**src/rtl/clns_pkg.sv**
```systemverilog
`default_nettype none
// ----------------------------------------------------------------------------
// clns_pkg: shared types and constants of the character lcd nibble sequencer
// request and result item layouts, request codes, register indexes and the
// segment table of the init program
// ----------------------------------------------------------------------------
package clns_pkg;

	// request kinds
	localparam logic [2:0] FUNC_INIT  = 3'd0;
	localparam logic [2:0] FUNC_CMD   = 3'd1;
	localparam logic [2:0] FUNC_DATA  = 3'd2;
	localparam logic [2:0] FUNC_GOTO  = 3'd3;
	localparam logic [2:0] FUNC_CLEAR = 3'd4;

	// configuration register indexes
	localparam logic [1:0] REG_LINE2_BASE = 2'd0;
	localparam logic [1:0] REG_LINE3_BASE = 2'd1;
	localparam logic [1:0] REG_LINE4_BASE = 2'd2;

	localparam logic [6:0] LINE2_BASE_RST = 7'd64;
	localparam logic [6:0] LINE3_BASE_RST = 7'd20;
	localparam logic [6:0] LINE4_BASE_RST = 7'd84;

	// hold times in microseconds
	localparam logic [13:0] HOLD_POWER_UP = 14'd16000;
	localparam logic [13:0] HOLD_WAKE     = 14'd5000;
	localparam logic [13:0] HOLD_FOUR_BIT = 14'd90;
	localparam logic [13:0] HOLD_CMD      = 14'd240;
	localparam logic [13:0] HOLD_DATA     = 14'd50;
	localparam logic [13:0] HOLD_HOME     = 14'd2240;
	localparam logic [13:0] HOLD_CLEAR    = 14'd3240;
	localparam logic [13:0] HOLD_STROBE   = 14'd1;

	// lcd instruction bytes
	localparam logic [7:0] LCD_WAKE      = 8'h30;
	localparam logic [7:0] LCD_FOUR_BIT  = 8'h20;
	localparam logic [7:0] LCD_FUNC_SET  = 8'h28;
	localparam logic [7:0] LCD_DISP_OFF  = 8'h08;
	localparam logic [7:0] LCD_DISP_ON   = 8'h0C;
	localparam logic [7:0] LCD_ENTRY     = 8'h06;
	localparam logic [7:0] LCD_CLR_DISP  = 8'h01;
	localparam logic [7:0] LCD_SET_DDRAM = 8'h80;

	localparam logic [3:0] INIT_LAST_SEG = 4'd9;
	localparam logic [3:0] NIB_LAST_SUB  = 4'd3;
	localparam logic [3:0] BYTE_LAST_SUB = 4'd8;

	typedef struct packed {
		logic [2:0] func;
		logic [7:0] value;
		logic [6:0] column;
		logic [3:0] row;
		logic [1:0] display_sel;
	} req_t;

	typedef struct packed {
		logic [7:0]  pins;
		logic [13:0] hold_us;
		logic        last;
	} rsp_t;

	typedef enum logic {
		ST_IDLE,
		ST_RUN
	} state_t;

	typedef enum logic [1:0] {
		SEG_SINGLE,
		SEG_NIBBLE,
		SEG_BYTE
	} seg_kind_t;

	typedef struct packed {
		seg_kind_t   kind;
		logic [7:0]  val;
		logic [13:0] tail;
		logic        last;
	} seg_info_t;

	// init program: power-up wait, three wake nibbles, switch to four bits, five bytes
	function automatic seg_info_t init_seg(input logic [3:0] seg);
		seg_info_t s;
		s.last = 1'b0;
		case (seg)
			4'd0: s = '{SEG_SINGLE, 8'h00, HOLD_POWER_UP, 1'b0};
			4'd1: s = '{SEG_NIBBLE, LCD_WAKE, HOLD_WAKE, 1'b0};
			4'd2: s = '{SEG_NIBBLE, LCD_WAKE, HOLD_WAKE, 1'b0};
			4'd3: s = '{SEG_NIBBLE, LCD_WAKE, HOLD_WAKE, 1'b0};
			4'd4: s = '{SEG_NIBBLE, LCD_FOUR_BIT, HOLD_FOUR_BIT, 1'b0};
			4'd5: s = '{SEG_BYTE, LCD_FUNC_SET, HOLD_CMD, 1'b0};
			4'd6: s = '{SEG_BYTE, LCD_DISP_OFF, HOLD_CMD, 1'b0};
			4'd7: s = '{SEG_BYTE, LCD_DISP_ON, HOLD_HOME, 1'b0};
			4'd8: s = '{SEG_BYTE, LCD_ENTRY, HOLD_HOME, 1'b0};
			4'd9: s = '{SEG_BYTE, LCD_CLR_DISP, HOLD_CLEAR, 1'b1};
			default: s = '{SEG_BYTE, LCD_CLR_DISP, HOLD_CLEAR, 1'b1};
		endcase
		return s;
	endfunction

endpackage
`default_nettype wire

```
**src/rtl/char_lcd_nibble_sequencer.sv**
```systemverilog
`default_nettype none
// ----------------------------------------------------------------------------
// char_lcd_nibble_sequencer: 4-bit bus character lcd request sequencer
// expands init, command, data, goto and clear requests into timed pin states
// ----------------------------------------------------------------------------
//
//  channel   direction  handshake              payload
//  req       in         req_valid / req_ready  clns_pkg::req_t
//  rsp       out        rsp_valid / rsp_ready  clns_pkg::rsp_t
//  cfg       in         cfg_wr_en              cfg_index, cfg_data
//
// one pin state leaves per cycle while the result side keeps taking them;
// a request gives 9 pin states, or 62 for init, and the step sequencer
// (segment and sub-step counters) walks through them. req_ready is low
// while a request is being expanded. unknown request kinds are taken and
// give no states. a stalled result holds the sequencer; reset clears the
// sequencer and loads the line bases.
//
module char_lcd_nibble_sequencer (
	input  wire logic            clk,
	input  wire logic            arst_n,
	input  wire logic            req_valid,
	output logic                 req_ready,
	input  wire clns_pkg::req_t  req,
	output logic                 rsp_valid,
	input  wire logic            rsp_ready,
	output clns_pkg::rsp_t       rsp,
	input  wire logic            cfg_wr_en,
	input  wire logic [1:0]      cfg_index,
	input  wire logic [6:0]      cfg_data
);

	clns_pkg::state_t state_q, state_d;
	logic [6:0] line2_q, line3_q, line4_q;
	logic [2:0] func_q;
	logic [7:0] byte_q;
	logic       rs_q;
	logic [2:0] en_q;
	logic [3:0] seg_q, seg_d;
	logic [3:0] sub_q, sub_d;
	logic       out_valid_q;
	clns_pkg::rsp_t out_q;

	logic            accept;
	logic            step;
	logic            seg_end;
	clns_pkg::seg_info_t seg;
	clns_pkg::rsp_t  nxt;
	logic [6:0]      base_sel;
	logic [6:0]      addr;
	logic [3:0]      k;
	logic [1:0]      phase;
	logic [3:0]      nib;
	logic [13:0]     tail_req;

	assign req_ready = (state_q == clns_pkg::ST_IDLE);
	assign accept    = req_valid && req_ready;
	assign step      = (state_q == clns_pkg::ST_RUN) && (!out_valid_q || rsp_ready);
	assign rsp_valid = out_valid_q;
	assign rsp       = out_q;

	// configuration registers
	always_ff @(posedge clk or negedge arst_n) begin
		if (!arst_n) begin
			line2_q <= clns_pkg::LINE2_BASE_RST;
			line3_q <= clns_pkg::LINE3_BASE_RST;
			line4_q <= clns_pkg::LINE4_BASE_RST;
		end else if (cfg_wr_en) begin
			case (cfg_index)
				clns_pkg::REG_LINE2_BASE: line2_q <= cfg_data;
				clns_pkg::REG_LINE3_BASE: line3_q <= cfg_data;
				clns_pkg::REG_LINE4_BASE: line4_q <= cfg_data;
				default: ;
			endcase
		end
	end

	// cursor address: line base plus column minus one, modulo 128
	always_comb begin
		case (req.row)
			4'd2:    base_sel = line2_q;
			4'd3:    base_sel = line3_q;
			4'd4:    base_sel = line4_q;
			default: base_sel = 7'd0;
		endcase
		addr = base_sel + req.column - 7'd1;
	end

	// request capture
	always_ff @(posedge clk) begin
		if (accept) begin
			func_q <= req.func;
			rs_q   <= (req.func == clns_pkg::FUNC_DATA);
			case (req.display_sel)
				2'd1:    en_q <= 3'b010;
				2'd2:    en_q <= 3'b100;
				default: en_q <= 3'b001;
			endcase
			case (req.func)
				clns_pkg::FUNC_GOTO:  byte_q <= clns_pkg::LCD_SET_DDRAM | {1'b0, addr};
				clns_pkg::FUNC_CLEAR: byte_q <= clns_pkg::LCD_CLR_DISP;
				default:              byte_q <= req.value;
			endcase
		end
	end

	// segment description for the current step
	always_comb begin
		case (func_q)
			clns_pkg::FUNC_DATA:  tail_req = clns_pkg::HOLD_DATA;
			clns_pkg::FUNC_CLEAR: tail_req = clns_pkg::HOLD_CLEAR;
			default:              tail_req = clns_pkg::HOLD_CMD;
		endcase
		if (func_q == clns_pkg::FUNC_INIT) begin
			seg = clns_pkg::init_seg(seg_q);
		end else begin
			seg = '{clns_pkg::SEG_BYTE, byte_q, tail_req, 1'b1};
		end
	end

	// pin state of the current step
	always_comb begin
		k       = sub_q;
		seg_end = 1'b0;
		nxt     = '{8'h00, clns_pkg::HOLD_STROBE, 1'b0};
		case (seg.kind)
			clns_pkg::SEG_SINGLE: begin
				seg_end     = 1'b1;
				nxt.pins    = 8'h00;
				nxt.hold_us = seg.tail;
			end
			clns_pkg::SEG_NIBBLE: begin
				seg_end = (sub_q == clns_pkg::NIB_LAST_SUB);
				k       = sub_q;
			end
			clns_pkg::SEG_BYTE: begin
				seg_end = (sub_q == clns_pkg::BYTE_LAST_SUB);
				k       = sub_q - 4'd1;
			end
			default: ;
		endcase
		phase = k[1:0];
		nib   = (seg.kind == clns_pkg::SEG_BYTE && k[2]) ? seg.val[3:0] : seg.val[7:4];
		if (seg.kind != clns_pkg::SEG_SINGLE) begin
			if (seg.kind == clns_pkg::SEG_BYTE && sub_q == 4'd0) begin
				// set-up state with select only
				nxt.pins    = {7'd0, rs_q};
				nxt.hold_us = clns_pkg::HOLD_STROBE;
			end else begin
				case (phase)
					2'd1:    nxt.pins = {nib, en_q, rs_q};
					2'd3:    nxt.pins = {nib, 4'b0000};
					default: nxt.pins = {nib, 3'b000, rs_q};
				endcase
				if (phase == 2'd3) begin
					nxt.hold_us = seg_end ? seg.tail : 14'd0;
				end
			end
		end
		nxt.last = seg_end && seg.last;
	end

	// sequencer state register
	always_ff @(posedge clk or negedge arst_n) begin
		if (!arst_n) begin
			state_q <= clns_pkg::ST_IDLE;
			seg_q   <= 4'd0;
			sub_q   <= 4'd0;
		end else begin
			state_q <= state_d;
			seg_q   <= seg_d;
			sub_q   <= sub_d;
		end
	end

	// next state and step counters
	always_comb begin
		state_d = state_q;
		seg_d   = seg_q;
		sub_d   = sub_q;
		case (state_q)
			clns_pkg::ST_IDLE: begin
				if (accept && req.func <= clns_pkg::FUNC_CLEAR) begin
					state_d = clns_pkg::ST_RUN;
					seg_d   = 4'd0;
					sub_d   = 4'd0;
				end
			end
			clns_pkg::ST_RUN: begin
				if (step) begin
					if (seg_end) begin
						sub_d = 4'd0;
						if (seg.last) begin
							state_d = clns_pkg::ST_IDLE;
						end else begin
							seg_d = seg_q + 4'd1;
						end
					end else begin
						sub_d = sub_q + 4'd1;
					end
				end
			end
			default: state_d = clns_pkg::ST_IDLE;
		endcase
	end

	// output register
	always_ff @(posedge clk or negedge arst_n) begin
		if (!arst_n) begin
			out_valid_q <= 1'b0;
		end else if (step) begin
			out_valid_q <= 1'b1;
		end else if (rsp_ready) begin
			out_valid_q <= 1'b0;
		end
	end

	always_ff @(posedge clk) begin
		if (step) begin
			out_q <= nxt;
		end
	end

endmodule
`default_nettype wire

```
**config.mk**
```make
export PLATFORM = sky130hd
export DESIGN_NAME = char_lcd_nibble_sequencer
export DESIGN_NICKNAME = d
export VERILOG_FILES = /design/src/rtl/clns_pkg.sv /design/src/rtl/char_lcd_nibble_sequencer.sv
export SDC_FILE = /design/constraint.sdc
export NUM_CORES = 1
export LEC_CHECK = 0
export BUFFER_PORTS_ARGS = -buffer_cell sky130_fd_sc_hd__buf_4
export CELL_PAD_IN_SITES_DETAIL_PLACEMENT = 1
export CELL_PAD_IN_SITES_GLOBAL_PLACEMENT = 2
export CORE_AREA = 2 2 100 102
export DETAILED_ROUTE_END_ITERATION = 10
export DIE_AREA = 0 0 102 104
export PLACE_DENSITY_LB_ADDON = 0.08
export SYNTH_ARGS = -nofsm -noshare
export SYNTH_HDL_FRONTEND = slang
export SYNTH_SLANG_ARGS = --single-unit
export TNS_END_PERCENT = 30
```
**constraint.sdc**
```tcl
create_clock -name clk -period 8.5 [get_ports clk]
set_input_delay 1.7 -clock clk [delete_from_list [all_inputs] [get_ports clk]]
set_output_delay 1.7 -clock clk [all_outputs]
set_load 0.01 [all_outputs]
```
== Yosys cells after proc, flatten, opt, wreduce, memory -nomap -nowiden ==
Memories as Yosys holds them, arrays and structs flattened.
Cells that the tools add are included.
Storage, ports and cells
  register bits after elaboration: 69
  ROM bits: 336
  bits of input ports: 38
  output and inout port bits: 25
  logic and storage cells: 92
  memories: 1
Memory list
  (name not given): words 16, bits a word 21, rd ports 1, clocked after Yosys merged registers in 0, write ports 0, RTL line clns_pkg.sv:85  | case (seg)
Cells by class
  $add $sub $neg: 5
  order comparisons: 1
  equality and inequality tests: 22
  mux-type cells: 29
  bitwise gates (word level): 1
  reduce and logical (&&, ||, !) cells: 19
Operator list (count)
  two-way mux 22 bit: 2
  two-way mux 14 bit: 3
  two-way mux 4 bit: 7
  two-way mux 25 bit: 1
  one-hot mux 12 bit (2 select lines): 1
  one-hot mux 4 bit (2 select lines): 3
  one-hot mux 7 bit (3 select lines): 1
  one-hot mux 8 bit (2 select lines): 1
  == test 4 x 2 -> 1 bit, second input constant: 3
  == test 3 x 2 -> 1 bit, second input constant: 3
  adder 4 x 1 -> 4 bit, second input constant: 2
  == test 2 x 1 -> 1 bit, second input constant: 4
  == test 2 bit, second input constant: 4
  AND reduction 2 bit: 4
  adder 7 bit: 1
  subtractor 7 x 1 -> 7 bit, second input constant: 1
  == test 3 bit, second input constant: 2
  logical AND 1 bit: 6
  two-way mux 1 bit: 6
  inequality test 2 x 1 -> 1 bit, second input constant: 3
  one-hot mux 3 bit (2 select lines): 1
  == test 4 x 3 -> 1 bit, second input constant: 1
  == test 4 bit, second input constant: 1
  logical NOT 2 bit: 2
  other kinds (13): 14

== Depth between registers and ports, before layout ==
Gate-level depths: netlist of run 1.
  depth after elaboration: 9
  depth in mapped cells: 11
  gate-level depth less buffers: 11

== Worst setup path before layout of run 1 ==
OpenSTA, ideal clock, no wires.
  kind: input -> register
  start point: input req[5] in the netlist's numbering
  end point: register byte_q[5], data pin
  library setup time: 0.180 ns
  arrival time: 4.102 ns
  data required time: 8.320 ns
  setup slack: 4.218 ns
  stages: 10
  buffers on the path: 0
  cell sequence: nor4bb_1 > a222oi_1 > ha_1 > inv_1 > ha_1 > fa_1 > a21o_1 > a21oi_1 > xor2_1 > a221oi_1
Between the ends
  word-level cells in the longest chain between the ends: 5
  elaborated cells on any way between the ends: 7
  those cells by class: 2 x add/sub; 3 x eq/ne; 2 x mux
Ends and longest elaborated chain
  start: declaration: RTL line char_lcd_nibble_sequencer.sv:24  | input wire clns_pkg::req_t req,
  == test 4 x 3 -> 1 bit or == test 4 x 2 -> 1 bit (tied branches): RTL line char_lcd_nibble_sequencer.sv:80  | case (req.row)
  one-hot mux 7 bit (3 select lines) (*): RTL line char_lcd_nibble_sequencer.sv:80
  adder 7 bit (*): RTL line char_lcd_nibble_sequencer.sv:86  | addr = base_sel + req.column - 7'd1;
  subtractor 7 x 1 -> 7 bit (*): RTL line char_lcd_nibble_sequencer.sv:86
  one-hot mux 8 bit (2 select lines) (*): RTL line char_lcd_nibble_sequencer.sv:99  | case (req.func)
  end signal: assignment: RTL line char_lcd_nibble_sequencer.sv:100  | clns_pkg::FUNC_GOTO: byte_q <= clns_pkg::LCD_SET_DDRAM | {1'b0, addr};
  end signal: assignment: RTL line char_lcd_nibble_sequencer.sv:101  | clns_pkg::FUNC_CLEAR: byte_q <= clns_pkg::LCD_CLR_DISP;
  end signal: assignment: RTL line char_lcd_nibble_sequencer.sv:102  | default: byte_q <= req.value;
  end: declaration: RTL line char_lcd_nibble_sequencer.sv:36  | logic [7:0] byte_q;
Every way passes the cells marked *; elsewhere a longest branch is shown, timed or not.
A chain may end at the register's enable or synchronous reset.

== Worst setup path after layout of run 1 ==
Ends and elaborated chain as after synthesis.

==> impl_metrics.prom, run 1 <==
# TYPE chip_impl_metric gauge
chip_impl_info{name="outcome",value="finished, final reports clean"} 1
chip_impl_metric{name="period_share",unit=""} 0.525
chip_impl_metric{name="initial_utilization",unit=""} 0.394
chip_impl_metric{name="routability_congestion",unit=""} 0.747
chip_impl_metric{name="die_width",unit="µm"} 102
chip_impl_metric{name="placement_rows",unit=""} 36
chip_impl_metric{name="numCtsBuffers",unit=""} 9
chip_impl_metric{name="numClockSinks",unit=""} 67
chip_impl_metric{name="slew_headroom",unit=""} 0.299
chip_impl_metric{name="cts_max_level",unit=""} 3
chip_impl_metric{name="via_count_of_the_first_global_routing_pass",unit=""} 2774
chip_impl_info{name="combinational_family_with_the_most_area_after_synthesis",value="simple AND/OR/NAND/NOR gates"} 1
chip_impl_metric{name="ys_ff_latch",unit=""} 67
chip_impl_metric{name="fillers",unit=""} 1068
chip_impl_metric{name="post_synth_num_cell_types",unit=""} 63
chip_impl_metric{name="pin_count_of_the_biggest_net_entering_global_routing",unit=""} 32
chip_impl_metric{name="final_hold_viol_count",unit=""} 0
chip_impl_metric{name="syn_area",unit="µm²"} 3760
chip_impl_metric{name="timing_worst_slew_pin_value",unit="ns"} 1.05
chip_impl_info{name="grt_setup_unrepaired",value="false"} 1
chip_impl_metric{name="synth-simple-area-share",unit=""} 0.152
chip_impl_metric{name="clock_insertion_delay_at_the_later_pin_of_the_skew_report",unit="ns"} 0.34
chip_impl_metric{name="wire_per_inst",unit="µm"} 15.8
chip_impl_metric{name="postSynth.asyncResetShare",unit=""} 0.463
chip_impl_metric{name="setup_viol",unit=""} 0
chip_impl_metric{name="cpPeakStageDelay",unit="ns"} 0.80
chip_impl_info{name="setup.worst_path.end_class",value="register"} 1
chip_impl_metric{name="synth_sequential_area_ratio",unit=""} 0.496
chip_impl_metric{name="routed-via-count",unit=""} 2707
chip_impl_info{name="layout.cells.most_common",value="sky130_fd_sc_hd__buf_4"} 1
chip_impl_info{name="cp-start-kind",value="primary input"} 1
chip_impl_info{name="crit_path_cell_trace",value="buf_4 > nor4bb_1 > a222oi_1 > ha_1 > inv_1 > ha_1 > fa_1 > a21o_1 > a21oi_1 > xor2_1 > a221oi_1"} 1
chip_impl_metric{name="final_period_minus_worst_setup_slack",unit="ns"} 4.46
chip_impl_metric{name="synth_xor_xnor_area_share",unit=""} 0.0163
chip_impl_metric{name="synth-edff-count",unit=""} 36
chip_impl_metric{name="fin_total_pwr",unit="mW"} 1.15
chip_impl_metric{name="post_cts_resize_count",unit=""} 0
chip_impl_metric{name="fraction_of_synthesized_area_in_multiplexers",unit=""} 0.0769
chip_impl_info{name="clock_tree_from_tritoncts",value="yes"} 1
chip_impl_metric{name="fmax",unit="GHz"} 0.224
chip_impl_metric{name="final_util",unit=""} 0.477
chip_impl_metric{name="pwr_per_cell_area",unit="nW/µm²"} 252
chip_impl_metric{name="syn_inst",unit=""} 329
chip_impl_metric{name="final_nets",unit=""} 455
chip_impl_metric{name="mappedNetlistNets",unit=""} 392
chip_impl_info{name="min_path_type",value="register to register"} 1
chip_impl_metric{name="worstPathArrival",unit="ns"} 4.62
chip_impl_metric{name="viasPerCell",unit=""} 5.11
chip_impl_metric{name="grt_first_pass_wirelength",unit="µm"} 13800
chip_impl_metric{name="route.final.wire_length",unit="µm"} 8350
chip_impl_metric{name="placeableCoreArea",unit="µm²"} 9550
chip_impl_metric{name="path_clk_slew",unit="ns"} 0.08
chip_impl_metric{name="remaining_drc_errors",unit=""} 0
chip_impl_metric{name="gr-total-overflow",unit=""} 0
chip_impl_metric{name="clockBufferDepth",unit=""} 2
chip_impl_metric{name="inserted_diodes",unit=""} 0
chip_impl_metric{name="die-area",unit="µm²"} 10600
chip_impl_metric{name="area_growth",unit="%"} 21.1
chip_impl_metric{name="grt_antenna_before_repair",unit=""} 0
chip_impl_metric{name="cts_post_setup_buffers_inserted",unit=""} 0
chip_impl_metric{name="i_o_pin_total",unit=""} 63
chip_impl_metric{name="setup_tns",unit="ns"} 0
chip_impl_metric{name="maxCapViolations",unit=""} 0
chip_impl_metric{name="synth_adder_area_share",unit=""} 0.0852
chip_impl_metric{name="drive_above_1_share",unit=""} 0.302
chip_impl_metric{name="drt_iter0_drc",unit=""} 86
chip_impl_metric{name="total_number_of_yosys_warnings",unit=""} 0
chip_impl_info{name="criticalPathCategory",value="primary input to register"} 1
chip_impl_metric{name="cts_hold_buffers",unit=""} 0
chip_impl_metric{name="synth_compound_area_frac",unit=""} 0.127
chip_impl_metric{name="drt_pre_antenna_iters",unit=""} 4
chip_impl_metric{name="dp_hpwl",unit="µm"} 6480
chip_impl_info{name="cpMostUsedCell",value="sky130_fd_sc_hd__ha_1"} 1
chip_impl_info{name="synthFlopType",value="sky130_fd_sc_hd__edfxtp_1"} 1
chip_impl_metric{name="static_leakage",unit="nW"} 1.97
chip_impl_metric{name="ir_worst_vdd",unit="µV"} 99.7
chip_impl_info{name="cts_root_buf",value="sky130_fd_sc_hd__clkbuf_8"} 1
chip_impl_metric{name="crit_fanout",unit=""} 6
chip_impl_metric{name="clock_skew",unit="ns"} 0.0133
chip_impl_info{name="critPathSlowestCell",value="sky130_fd_sc_hd__nor4bb_1"} 1
chip_impl_metric{name="floorplan.die.height",unit="µm"} 104
chip_impl_metric{name="grt.total_usage",unit=""} 0.169
chip_impl_info{name="final_cell_mix",value="sky130_fd_sc_hd__buf_4, sky130_fd_sc_hd__edfxtp_1, sky130_fd_sc_hd__inv_1"} 1
chip_impl_metric{name="portBuffers",unit=""} 61
chip_impl_metric{name="critPathRequiredTime",unit="ns"} 8.66
chip_impl_metric{name="count_of_antenna_violating_nets_left_after_detailed_routing",unit=""} 0
chip_impl_metric{name="maxSlewViolCount",unit=""} 0
chip_impl_metric{name="postSynthAreaPerCell",unit="µm²"} 11.4
[routing by layer]
layer / GRT usage / share of wire / vias to the layer above
met1: 0.202 / 0.42 / 1325
met5: 0 / 0 / -
met3: 0.0504 / 0.040 / 6
met2: 0.294 / 0.53 / 52
met4: 0.0429 / 0.011 / 0
li1: - / - / 1324
[cell type report]
class	instances	area, µm²	area share
sequential	67	1860	0.409
multi-input combinational	222	1720	0.379
timing repair buffer	62	465	0.102
tap	133	166	0.0365
clock buffer	11	163	0.0357
inverter	30	113	0.0247
clock inverter	5	57.6	0.0126
[kinds of logic (layout without fill, tap and decap cells)]
group                      count (synthesis)  count (layout)
and+or+nand+nor                          100             100
DFF                                       67              67
AOI/OAI and AO/OA                         63              63
buffers and inverters                     40             108
muxes                                     26              26
adders and majority gates                 25              25
xor gates and xnor gates                   7               7
other                                      1               1
[where the power goes]
part / switching, mW / leakage, nW / internal (mW) / total (mW)
logic: 0.198 / 1.14 / 0.164 / 0.362
clock network: 0.125 / 0.115 / 0.162 / 0.287
registers: 0.0501 / 0.719 / 0.450 / 0.500
[synth_stat cells (2+ instances only)]
| cell | number | area [µm²] |
|---|---|---|
| sky130_fd_sc_hd__edfxtp_1 | 36 | 1080 |
| sky130_fd_sc_hd__inv_1 | 30 | 113 |
| sky130_fd_sc_hd__nor2_1 | 27 | 101 |
| sky130_fd_sc_hd__dfrtp_1 | 25 | 626 |
| sky130_fd_sc_hd__ha_1 | 24 | 300 |
| sky130_fd_sc_hd__mux2_2 | 23 | 259 |
| sky130_fd_sc_hd__nand2_1 | 19 | 71.3 |
| sky130_fd_sc_hd__a21oi_1 | 11 | 55.1 |
| sky130_fd_sc_hd__a21o_1 | 8 | 60.1 |
| sky130_fd_sc_hd__nor3_1 | 8 | 40.0 |
| sky130_fd_sc_hd__o21ai_0 | 8 | 40.0 |
| sky130_fd_sc_hd__and2_1 | 7 | 43.8 |
| sky130_fd_sc_hd__a211oi_1 | 6 | 45.0 |
| sky130_fd_sc_hd__a222oi_1 | 6 | 60.1 |
| sky130_fd_sc_hd__dfstp_2 | 6 | 158 |
| sky130_fd_sc_hd__nand2b_1 | 6 | 37.5 |
| sky130_fd_sc_hd__nand3_1 | 5 | 25.0 |
| sky130_fd_sc_hd__nor3b_1 | 5 | 37.5 |
| sky130_fd_sc_hd__xor2_1 | 4 | 35.0 |
| sky130_fd_sc_hd__a221oi_1 | 3 | 26.3 |
| sky130_fd_sc_hd__a31oi_1 | 3 | 18.8 |
| sky130_fd_sc_hd__buf_2 | 3 | 15.0 |
| sky130_fd_sc_hd__clkbuf_1 | 3 | 11.3 |
| sky130_fd_sc_hd__mux2i_1 | 3 | 30.0 |
| sky130_fd_sc_hd__nand3b_1 | 3 | 22.5 |
| sky130_fd_sc_hd__nor4bb_1 | 3 | 30.0 |
| sky130_fd_sc_hd__xnor2_1 | 3 | 26.3 |
| sky130_fd_sc_hd__a311oi_1 | 2 | 17.5 |
| sky130_fd_sc_hd__buf_4 | 2 | 15.0 |
| sky130_fd_sc_hd__nor2b_1 | 2 | 12.5 |
| sky130_fd_sc_hd__or2_2 | 2 | 12.5 |
| sky130_fd_sc_hd__or3_1 | 2 | 12.5 |
[final timing paths]
| path | startpoint | endpoint | slack [ns] | depth (start not counted) |
|---|---|---|---|---|
| worst max-delay path | req[5] | byte_q[5]$_DFFE_PP_ | 4.04 | 11 |
| worst min-delay path | en_q[2]$_DFFE_PP_ | rsp[18]$_SDFFCE_PP0P_ | 0.52 | 1 |
| worst max register to register | seg_q[3]$_DFFE_PN0P_ | rsp[12]$_DFFE_PP_ | 5.17 | 8 |
| worst min register to register | en_q[2]$_DFFE_PP_ | rsp[18]$_SDFFCE_PP0P_ | 0.52 | 1 |
| max in group asynchronous | arst_n | line4_q[2]$_DFFE_PN1P_ | 6.89 | 1 |
| min in group asynchronous | arst_n | line3_q[5]$_DFFE_PN0P_ | 1.29 | 1 |
[registers in the layout, indices dropped and copies added, names as in the netlist]
signal / cells
rsp: 21
byte_q: 8
line2_q: 7
line3_q: 7
line4_q: 7
seg_q: 4
sub_q: 4
en_q: 3
func_q: 3
rs_q: 1
rsp_valid: 1
state_q: 1
[worst max-delay path: cells and delay by family]
| kind | cells | cell delay [ns] |
|---|---|---|
| buf+inv | 2 | 0.18 |
| compound gates | 4 | 0.88 |
| fa+ha+maj | 3 | 0.98 |
| simple gates | 1 | 0.80 |
| xor+xnor | 1 | 0.08 |
[metrics by stage]
step	area, µm²	cells	hold slack [ns]	setup WS (ns)
finish	4550	530	0.518	4.04
global placement	4330	514	0.502	3.83
detailed placement	4330	514	0.503	3.68
global route	4550	530	0.544	3.77
CTS	4550	530	0.521	4.04
floorplan	3760	329	0.478	4.22
Note: power is estimated with default switching activity, not from simulation.
==> run 2: changes to the inputs <==
--- a/config.mk
+++ b/config.mk
@@ -8,9 +8,9 @@
 export BUFFER_PORTS_ARGS = -buffer_cell sky130_fd_sc_hd__buf_4
 export CELL_PAD_IN_SITES_DETAIL_PLACEMENT = 1
 export CELL_PAD_IN_SITES_GLOBAL_PLACEMENT = 2
-export CORE_AREA = 2 2 100 102
+export CORE_AREA = 2 2 110 112
 export DETAILED_ROUTE_END_ITERATION = 10
-export DIE_AREA = 0 0 102 104
+export DIE_AREA = 0 0 112 114
 export PLACE_DENSITY_LB_ADDON = 0.08
 export SYNTH_ARGS = -nofsm -noshare
 export SYNTH_HDL_FRONTEND = slang
==> constraint.sdc (replaced) <==
create_clock -name clk -period 3.6 [get_ports clk]
set_input_delay 0.72 -clock clk [delete_from_list [all_inputs] [get_ports clk]]
set_output_delay 0.72 -clock clk [all_outputs]
set_load 0.01 [all_outputs]
==> impl_metrics.prom, run 2 (synthesis results as in run 1) <==
# TYPE chip_impl_metric gauge
chip_impl_metric{name="portBuffers",unit=""} 61
chip_impl_metric{name="i_o_pin_total",unit=""} 63
chip_impl_info{name="critPathSlowestCell",value="sky130_fd_sc_hd__nor4bb_1"} 1
chip_impl_metric{name="grt.total_usage",unit=""} 0.155
chip_impl_metric{name="inserted_diodes",unit=""} 0
chip_impl_metric{name="post-place-ws",unit="ns"} 0.175
chip_impl_metric{name="clock_insertion_delay_at_the_later_pin_of_the_skew_report",unit="ns"} 0.33
chip_impl_metric{name="post_cts_resize_count",unit=""} 0
chip_impl_info{name="setup.worst_path.end_class",value="register"} 1
chip_impl_metric{name="r2r_cells",unit=""} 9
chip_impl_info{name="timing.rr.start",value="seg_q[0]$_DFFE_PN0P_"} 1
chip_impl_metric{name="slew_headroom",unit=""} 0.568
chip_impl_metric{name="area_growth",unit="%"} 26.2
chip_impl_info{name="crit_path_cell_trace",value="buf_4 > nor4bb_1 > buf_4 > a222oi_1 > ha_1 > inv_1 > ha_1 > a211oi_1 > o21bai_1 > a21oi_1 > xnor2_1 > a221oi_2"} 1
chip_impl_metric{name="setup_tns",unit="ns"} 0
chip_impl_metric{name="count_of_antenna_violating_nets_left_after_detailed_routing",unit=""} 0
chip_impl_metric{name="viasPerCell",unit=""} 4.95
chip_impl_metric{name="die_width",unit="µm"} 112
chip_impl_metric{name="largest_register_ffs",unit=""} 21
chip_impl_info{name="clock_tree_from_tritoncts",value="yes"} 1
chip_impl_info{name="criticalPathCategory",value="primary input to register"} 1
chip_impl_metric{name="crit_fanout",unit=""} 5
chip_impl_info{name="cp-start-kind",value="primary input"} 1
chip_impl_metric{name="reg2reg_slack",unit="ns"} 0.58
chip_impl_info{name="final_cell_mix",value="sky130_fd_sc_hd__buf_4, sky130_fd_sc_hd__edfxtp_1, sky130_fd_sc_hd__inv_1"} 1
chip_impl_metric{name="routed-via-count",unit=""} 2734
chip_impl_metric{name="die-area",unit="µm²"} 12800
chip_impl_info{name="min_path_type",value="primary input to asynchronous set/reset pin"} 1
chip_impl_metric{name="fillers",unit=""} 1299
chip_impl_metric{name="floorplan.die.height",unit="µm"} 114
chip_impl_metric{name="numClockSinks",unit=""} 67
chip_impl_metric{name="final_nets",unit=""} 463
chip_impl_metric{name="routability_congestion",unit=""} 0.737
chip_impl_metric{name="period_share",unit=""} 0.861
chip_impl_metric{name="drt_pre_antenna_iters",unit=""} 5
chip_impl_metric{name="initial_utilization",unit=""} 0.321
chip_impl_metric{name="static_leakage",unit="nW"} 2.06
chip_impl_info{name="layout.cells.most_common",value="sky130_fd_sc_hd__buf_4"} 1
chip_impl_metric{name="maxSlewViolCount",unit=""} 0
chip_impl_metric{name="via_count_of_the_first_global_routing_pass",unit=""} 2942
chip_impl_metric{name="cts_hold_buffers",unit=""} 0
chip_impl_metric{name="numCtsBuffers",unit=""} 9
chip_impl_info{name="cts_root_buf",value="sky130_fd_sc_hd__clkbuf_16"} 1
chip_impl_metric{name="fmax",unit="GHz"} 0.323
chip_impl_metric{name="setup_viol",unit=""} 0
chip_impl_metric{name="pin_count_of_the_biggest_net_entering_global_routing",unit=""} 32
chip_impl_metric{name="cts_post_setup_buffers_inserted",unit=""} 0
chip_impl_info{name="path_delay_family",value="compound AO/OA/AOI/OAI gates"} 1
chip_impl_metric{name="grt_antenna_before_repair",unit=""} 0
chip_impl_metric{name="gr-total-overflow",unit=""} 0
chip_impl_metric{name="dp_hpwl",unit="µm"} 7030
chip_impl_metric{name="final_hold_viol_count",unit=""} 0
chip_impl_metric{name="cpPeakStageDelay",unit="ns"} 0.47
chip_impl_metric{name="worstPathBufferInverterCount",unit=""} 3
chip_impl_info{name="outcome",value="finished, final reports clean"} 1
chip_impl_metric{name="drive_above_1_share",unit=""} 0.316
chip_impl_metric{name="grt_first_pass_wirelength",unit="µm"} 15300
chip_impl_info{name="regToRegEndpoint",value="rsp[8]$_DFFE_PP_"} 1
chip_impl_metric{name="path_clk_slew",unit="ns"} 0.06
chip_impl_metric{name="critPathRequiredTime",unit="ns"} 3.76
chip_impl_metric{name="drt_iter0_drc",unit=""} 85
chip_impl_metric{name="timing_worst_slew_pin_value",unit="ns"} 0.645
chip_impl_metric{name="final_period_minus_worst_setup_slack",unit="ns"} 3.10
chip_impl_info{name="grt_setup_unrepaired",value="false"} 1
chip_impl_metric{name="clock_skew",unit="ns"} 0.00920
chip_impl_metric{name="worstPathArrival",unit="ns"} 3.26
chip_impl_metric{name="remaining_drc_errors",unit=""} 0
chip_impl_metric{name="placeableCoreArea",unit="µm²"} 11700
chip_impl_metric{name="route.final.wire_length",unit="µm"} 9220
chip_impl_metric{name="placement_rows",unit=""} 40
chip_impl_metric{name="maxCapViolations",unit=""} 0
chip_impl_metric{name="clockBufferDepth",unit=""} 2
chip_impl_metric{name="cts_max_level",unit=""} 3
chip_impl_metric{name="pwr_per_cell_area",unit="nW/µm²"} 634
chip_impl_metric{name="wire_per_inst",unit="µm"} 16.7
chip_impl_metric{name="setup_slack",unit="ns"} 0.501
chip_impl_metric{name="ir_worst_vdd",unit="µV"} 208
-- run 2: cell types whose count changed in the layout (fill, tap and decap cells not counted), moves of 2 or more --
cell / delta
sky130_fd_sc_hd__buf_4: +8
sky130_fd_sc_hd__clkbuf_16: +11
sky130_fd_sc_hd__clkbuf_8: -9
sky130_fd_sc_hd__clkinv_2: -2
sky130_fd_sc_hd__inv_4: +2
-- run 2: area by class of cell --
type,count,area (µm²),share of cell area
flip-flops and latches,67,1860,0.393
clock buffers,13,314,0.0662
repair buffers,70,526,0.111
clock inverters,3,20.0,0.00422
multi-input cells,222,1720,0.363
inverters,30,113,0.0237
well taps,147,184,0.0388
-- run 2: per-layer routing --
metal | global-route usage | up-vias | part of all wire
met3 | 0.0340 | 8 | 0.038
met4 | 0.0537 | 0 | 0.0097
li1 | - | 1337 | -
met5 | 0 | - | 0
met1 | 0.184 | 1330 | 0.43
met2 | 0.277 | 59 | 0.52
-- run 2: report_power, final --
group	total [mW]	switching [mW]	internal, mW
Clock	0.950	0.338	0.612
Combinational	0.878	0.479	0.399
Sequential	1.18	0.119	1.06
Total	3.01	0.936	2.07
-- run 2: worst reg2reg max path: stages, from the launching register on --
cell	delay (ns)
sky130_fd_sc_hd__dfrtp_1	0.40
sky130_fd_sc_hd__inv_1	0.10
sky130_fd_sc_hd__ha_1	0.27
sky130_fd_sc_hd__o21ai_0	0.37
sky130_fd_sc_hd__ha_1	0.38
sky130_fd_sc_hd__or3b_1	0.37
sky130_fd_sc_hd__o32ai_1	0.23
sky130_fd_sc_hd__a31oi_2	0.26
sky130_fd_sc_hd__buf_4	0.22
sky130_fd_sc_hd__a311oi_1	0.25
-- run 2: per-stage QoR --
| stage | cells | hold slack (ns) | power (mW) | area, µm² | util |
|---|---|---|---|---|---|
| floorplan | 329 | 0.424 | 1.70 | 3760 | - |
| global placement | 536 | 0.507 | 2.08 | 4410 | 0.377 |
| global route | 552 | 0.338 | 3.20 | 4740 | 0.405 |
| finish | 552 | 0.322 | 3.01 | 4740 | 0.405 |
| detailed placement | 536 | 0.502 | 2.09 | 4410 | 0.377 |
| CTS | 552 | 0.317 | 3.06 | 4740 | 0.405 |
-- run 2: worst max-delay path by stage --
stage                              start                  end  depth (start not counted)  slack, ns
floorplan                         req[5]  byte_q[5]$_DFFE_PP_                         10       0.30
global placement                  req[2]  byte_q[5]$_DFFE_PP_                         11       0.24
detailed placement                req[5]  byte_q[5]$_DFFE_PP_                         11       0.18
CTS                               req[5]  byte_q[6]$_DFFE_PP_                         12       0.51
global route        seg_q[0]$_DFFE_PN0P_     rsp[8]$_DFFE_PP_                          9       0.24
finish                            req[5]  byte_q[6]$_DFFE_PP_                         12       0.50
==> run 3: changes to the inputs <==
--- a/config.mk
+++ b/config.mk
@@ -9,8 +9,10 @@
 export CELL_PAD_IN_SITES_DETAIL_PLACEMENT = 1
 export CELL_PAD_IN_SITES_GLOBAL_PLACEMENT = 2
 export CORE_AREA = 2 2 110 112
+export CTS_BUF_LIST = sky130_fd_sc_hd__clkbuf_16
 export DETAILED_ROUTE_END_ITERATION = 10
 export DIE_AREA = 0 0 112 114
+export MAX_ROUTING_LAYER = met4
 export PLACE_DENSITY_LB_ADDON = 0.08
 export SYNTH_ARGS = -nofsm -noshare
 export SYNTH_HDL_FRONTEND = slang
==> constraint.sdc (replaced) <==
create_clock -name clk -period 3.6 [get_ports clk]
set_input_delay 0.18 -clock clk [delete_from_list [all_inputs] [get_ports clk]]
set_output_delay 0.18 -clock clk [all_outputs]
set_load 0.01 [all_outputs]
==> impl_metrics.prom, run 3 (synthesis results as in run 1) <==
# TYPE chip_impl_metric gauge
chip_impl_metric{name="dpl-instance-area",unit="µm²"} 4400
chip_impl_metric{name="numCtsBuffers",unit=""} 9
chip_impl_info{name="top_layer_used",value="met4"} 1
chip_impl_metric{name="pwr_per_cell_area",unit="nW/µm²"} 619
chip_impl_metric{name="count_of_antenna_violating_nets_left_after_detailed_routing",unit=""} 0
chip_impl_metric{name="worst_hold_slack",unit="ns"} 0.0721
chip_impl_metric{name="final_nets",unit=""} 462
chip_impl_info{name="grt_setup_unrepaired",value="false"} 1
chip_impl_metric{name="portBuffers",unit=""} 61
chip_impl_metric{name="floorplan.die.height",unit="µm"} 114
chip_impl_metric{name="ir_worst_vdd",unit="µV"} 224
chip_impl_metric{name="placeableCoreArea",unit="µm²"} 11700
chip_impl_info{name="setup.worst_path.end_class",value="register"} 1
chip_impl_info{name="worstHoldStart",value="req[22]"} 1
chip_impl_metric{name="die-area",unit="µm²"} 12800
chip_impl_metric{name="maxCapViolations",unit=""} 0
chip_impl_metric{name="setup_slack",unit="ns"} 0.618
chip_impl_info{name="layout.cells.most_common",value="sky130_fd_sc_hd__buf_4"} 1
chip_impl_info{name="final_cell_mix",value="sky130_fd_sc_hd__buf_4, sky130_fd_sc_hd__edfxtp_1, sky130_fd_sc_hd__inv_1"} 1
chip_impl_metric{name="fin_total_pwr",unit="mW"} 2.90
chip_impl_metric{name="route.final.wire_length",unit="µm"} 9140
chip_impl_metric{name="drive_above_1_share",unit=""} 0.309
chip_impl_metric{name="clock_insertion_delay_at_the_later_pin_of_the_skew_report",unit="ns"} 0.34
chip_impl_metric{name="clock_skew",unit="ns"} 0.0111
chip_impl_metric{name="clockBufferDepth",unit=""} 2
chip_impl_metric{name="wl_met2",unit="µm"} 4610
chip_impl_metric{name="crit_fanout",unit=""} 10
chip_impl_metric{name="gr-total-overflow",unit=""} 0
chip_impl_metric{name="power.share.switching",unit=""} 0.323
chip_impl_metric{name="initial_utilization",unit=""} 0.321
chip_impl_metric{name="remaining_drc_errors",unit=""} 0
chip_impl_metric{name="die_width",unit="µm"} 112
chip_impl_metric{name="timing_worst_slew_pin_value",unit="ns"} 0.663
chip_impl_metric{name="largest_register_ffs",unit=""} 21
chip_impl_metric{name="dr_wl_met3",unit="µm"} 325
chip_impl_info{name="min_path_type",value="primary input to register"} 1
chip_impl_metric{name="final_period_minus_worst_setup_slack",unit="ns"} 2.98
chip_impl_metric{name="multi_input_area",unit="µm²"} 1720
chip_impl_info{name="cts_root_buf",value="sky130_fd_sc_hd__clkbuf_16"} 1
chip_impl_metric{name="dp_hpwl",unit="µm"} 6890
chip_impl_metric{name="i_o_pin_total",unit=""} 63
chip_impl_metric{name="area_growth",unit="%"} 24.8
chip_impl_info{name="criticalPathCategory",value="register to register"} 1
chip_impl_metric{name="viasPerCell",unit=""} 4.98
chip_impl_metric{name="post_cts_resize_count",unit=""} 0
chip_impl_metric{name="final_cell_area",unit="µm²"} 4690
chip_impl_info{name="cp-start-kind",value="register"} 1
chip_impl_info{name="outcome",value="finished, final reports clean"} 1
chip_impl_metric{name="routed-via-count",unit=""} 2746
chip_impl_metric{name="post-place-ws",unit="ns"} 0.650
chip_impl_metric{name="sequentialPowerShare",unit=""} 0.404
chip_impl_metric{name="routability_congestion",unit=""} 0.741
chip_impl_metric{name="wire_per_inst",unit="µm"} 16.6
chip_impl_metric{name="grt.total_usage",unit=""} 0.154
chip_impl_metric{name="power.share.clock",unit=""} 0.291
chip_impl_info{name="regToRegEndpoint",value="sub_q[3]$_DFFE_PN0P_"} 1
chip_impl_info{name="timing.rr.start",value="seg_q[3]$_DFFE_PN0P_"} 1
chip_impl_metric{name="slew_headroom",unit=""} 0.554
chip_impl_metric{name="inserted_diodes",unit=""} 0
chip_impl_metric{name="r2r_cells",unit=""} 9
chip_impl_info{name="clock_tree_from_tritoncts",value="yes"} 1
chip_impl_metric{name="cts_max_level",unit=""} 3
chip_impl_metric{name="grt_antenna_before_repair",unit=""} 0
chip_impl_metric{name="static_leakage",unit="nW"} 2.03
chip_impl_info{name="whs_endpoint",value="func_q[1]$_DFFE_PP_"} 1
chip_impl_info{name="critPathSlowestCell",value="sky130_fd_sc_hd__dfrtp_1"} 1
chip_impl_metric{name="fmax",unit="GHz"} 0.335
chip_impl_metric{name="reg2reg_slack",unit="ns"} 0.62
chip_impl_metric{name="pin_count_of_the_biggest_net_entering_global_routing",unit=""} 32
chip_impl_metric{name="numClockSinks",unit=""} 67
chip_impl_metric{name="cpPeakStageDelay",unit="ns"} 0.55
chip_impl_metric{name="regArea",unit="µm²"} 1860
chip_impl_metric{name="maxSlewViolCount",unit=""} 0
chip_impl_metric{name="drt_iter0_drc",unit=""} 119
chip_impl_metric{name="grt_first_pass_wirelength",unit="µm"} 14700
chip_impl_metric{name="setup_tns",unit="ns"} 0
chip_impl_metric{name="whs_path_depth",unit=""} 1
chip_impl_metric{name="share_comb_of_total_power",unit=""} 0.305
chip_impl_metric{name="placement_rows",unit=""} 40
chip_impl_metric{name="switching_power",unit="µW"} 937
chip_impl_metric{name="final_hold_viol_count",unit=""} 0
chip_impl_metric{name="drt_pre_antenna_iters",unit=""} 4
chip_impl_metric{name="period_share",unit=""} 0.828
chip_impl_metric{name="worstPathArrival",unit="ns"} 3.20
chip_impl_metric{name="wl_met1",unit="µm"} 4100
chip_impl_metric{name="cellInternalPower",unit="mW"} 1.96
chip_impl_info{name="crit_path_cell_trace",value="nor4_4 > buf_4 > o21ai_0 > ha_1 > nor4bb_1 > o21ai_0 > and2_1 > a31o_2 > a21o_1"} 1
chip_impl_metric{name="via_count_of_the_first_global_routing_pass",unit=""} 2864
chip_impl_metric{name="critPathRequiredTime",unit="ns"} 3.82
chip_impl_info{name="cpMostUsedCell",value="sky130_fd_sc_hd__o21ai_0"} 1
chip_impl_metric{name="fillers",unit=""} 1311
chip_impl_metric{name="path_clk_slew",unit="ns"} 0.06
chip_impl_metric{name="setup_viol",unit=""} 0
==> run 3: power by group through the flow <==
stage | clock (mW) | combinational [mW] | sequential [mW]
2_1_floorplan | 0 | 0.494 | 1.20
3_3_place_gp | 0 | 0.897 | 1.18
3_5_place_dp | 0 | 0.902 | 1.19
4_1_cts | 0.859 | 0.907 | 1.18
5_1_grt | 0.892 | 0.994 | 1.20
6_report | 0.843 | 0.886 | 1.17
==> run 3: layer usage <==
metal / vias up / global-route usage
li1: 1339 / -
met1: 1345 / 0.179
met2: 54 / 0.270
met3: 8 / 0.0308
met4: 0 / 0.0463
met5: - / -
==> run 3: cell type report <==
class	instances	share of cell area
Timing Repair Buffer	69	0.111
Clock inverter	6	0.00747
Multi-Input combinational cell	222	0.368
Clock buffer	10	0.0533
Inverter	30	0.0240
Tap cell	147	0.0392
Sequential cell	67	0.397
==> run 3: how the worst max path moves through the flow <==
| stage | from | to | cells after the start |
|---|---|---|---|
| after global routing | seg_q[0]$_DFFE_PN0P_ | rsp[8]$_DFFE_PP_ | 9 |
| after detailed placement | req[2] | byte_q[5]$_DFFE_PP_ | 11 |
| after CTS | seg_q[3]$_DFFE_PN0P_ | sub_q[3]$_DFFE_PN0P_ | 9 |
| final | seg_q[3]$_DFFE_PN0P_ | sub_q[3]$_DFFE_PN0P_ | 9 |
| after global placement | seg_q[3]$_DFFE_PN0P_ | sub_q[3]$_DFFE_PN0P_ | 9 |
| after floorplan | seg_q[3]$_DFFE_PN0P_ | rsp[12]$_DFFE_PP_ | 10 |
==> run 3: critical path: cells and delay by family (launching register included) <==
| kind | cells | cell delay, ns |
|---|---|---|
| and+or+nand+nor | 3 | 0.93 |
| AOI/OAI and AO/OA | 4 | 0.85 |
| DFF | 1 | 0.55 |
| adders and majority gates | 1 | 0.32 |
| buffers and inverters | 1 | 0.20 |
==> run 3: through the flow <==
stage | util | instances
3_3_place_gp | 0.375 | 534
3_5_place_dp | 0.375 | 534
6_report | 0.401 | 551
5_1_grt | 0.401 | 551
4_1_cts | 0.401 | 551
2_1_floorplan | - | 329
==> run 3: what timing repair did <==
action	CTS	global route
hold buffers	1	0
hold endpoints to repair	25	0
buffers inserted	0	0
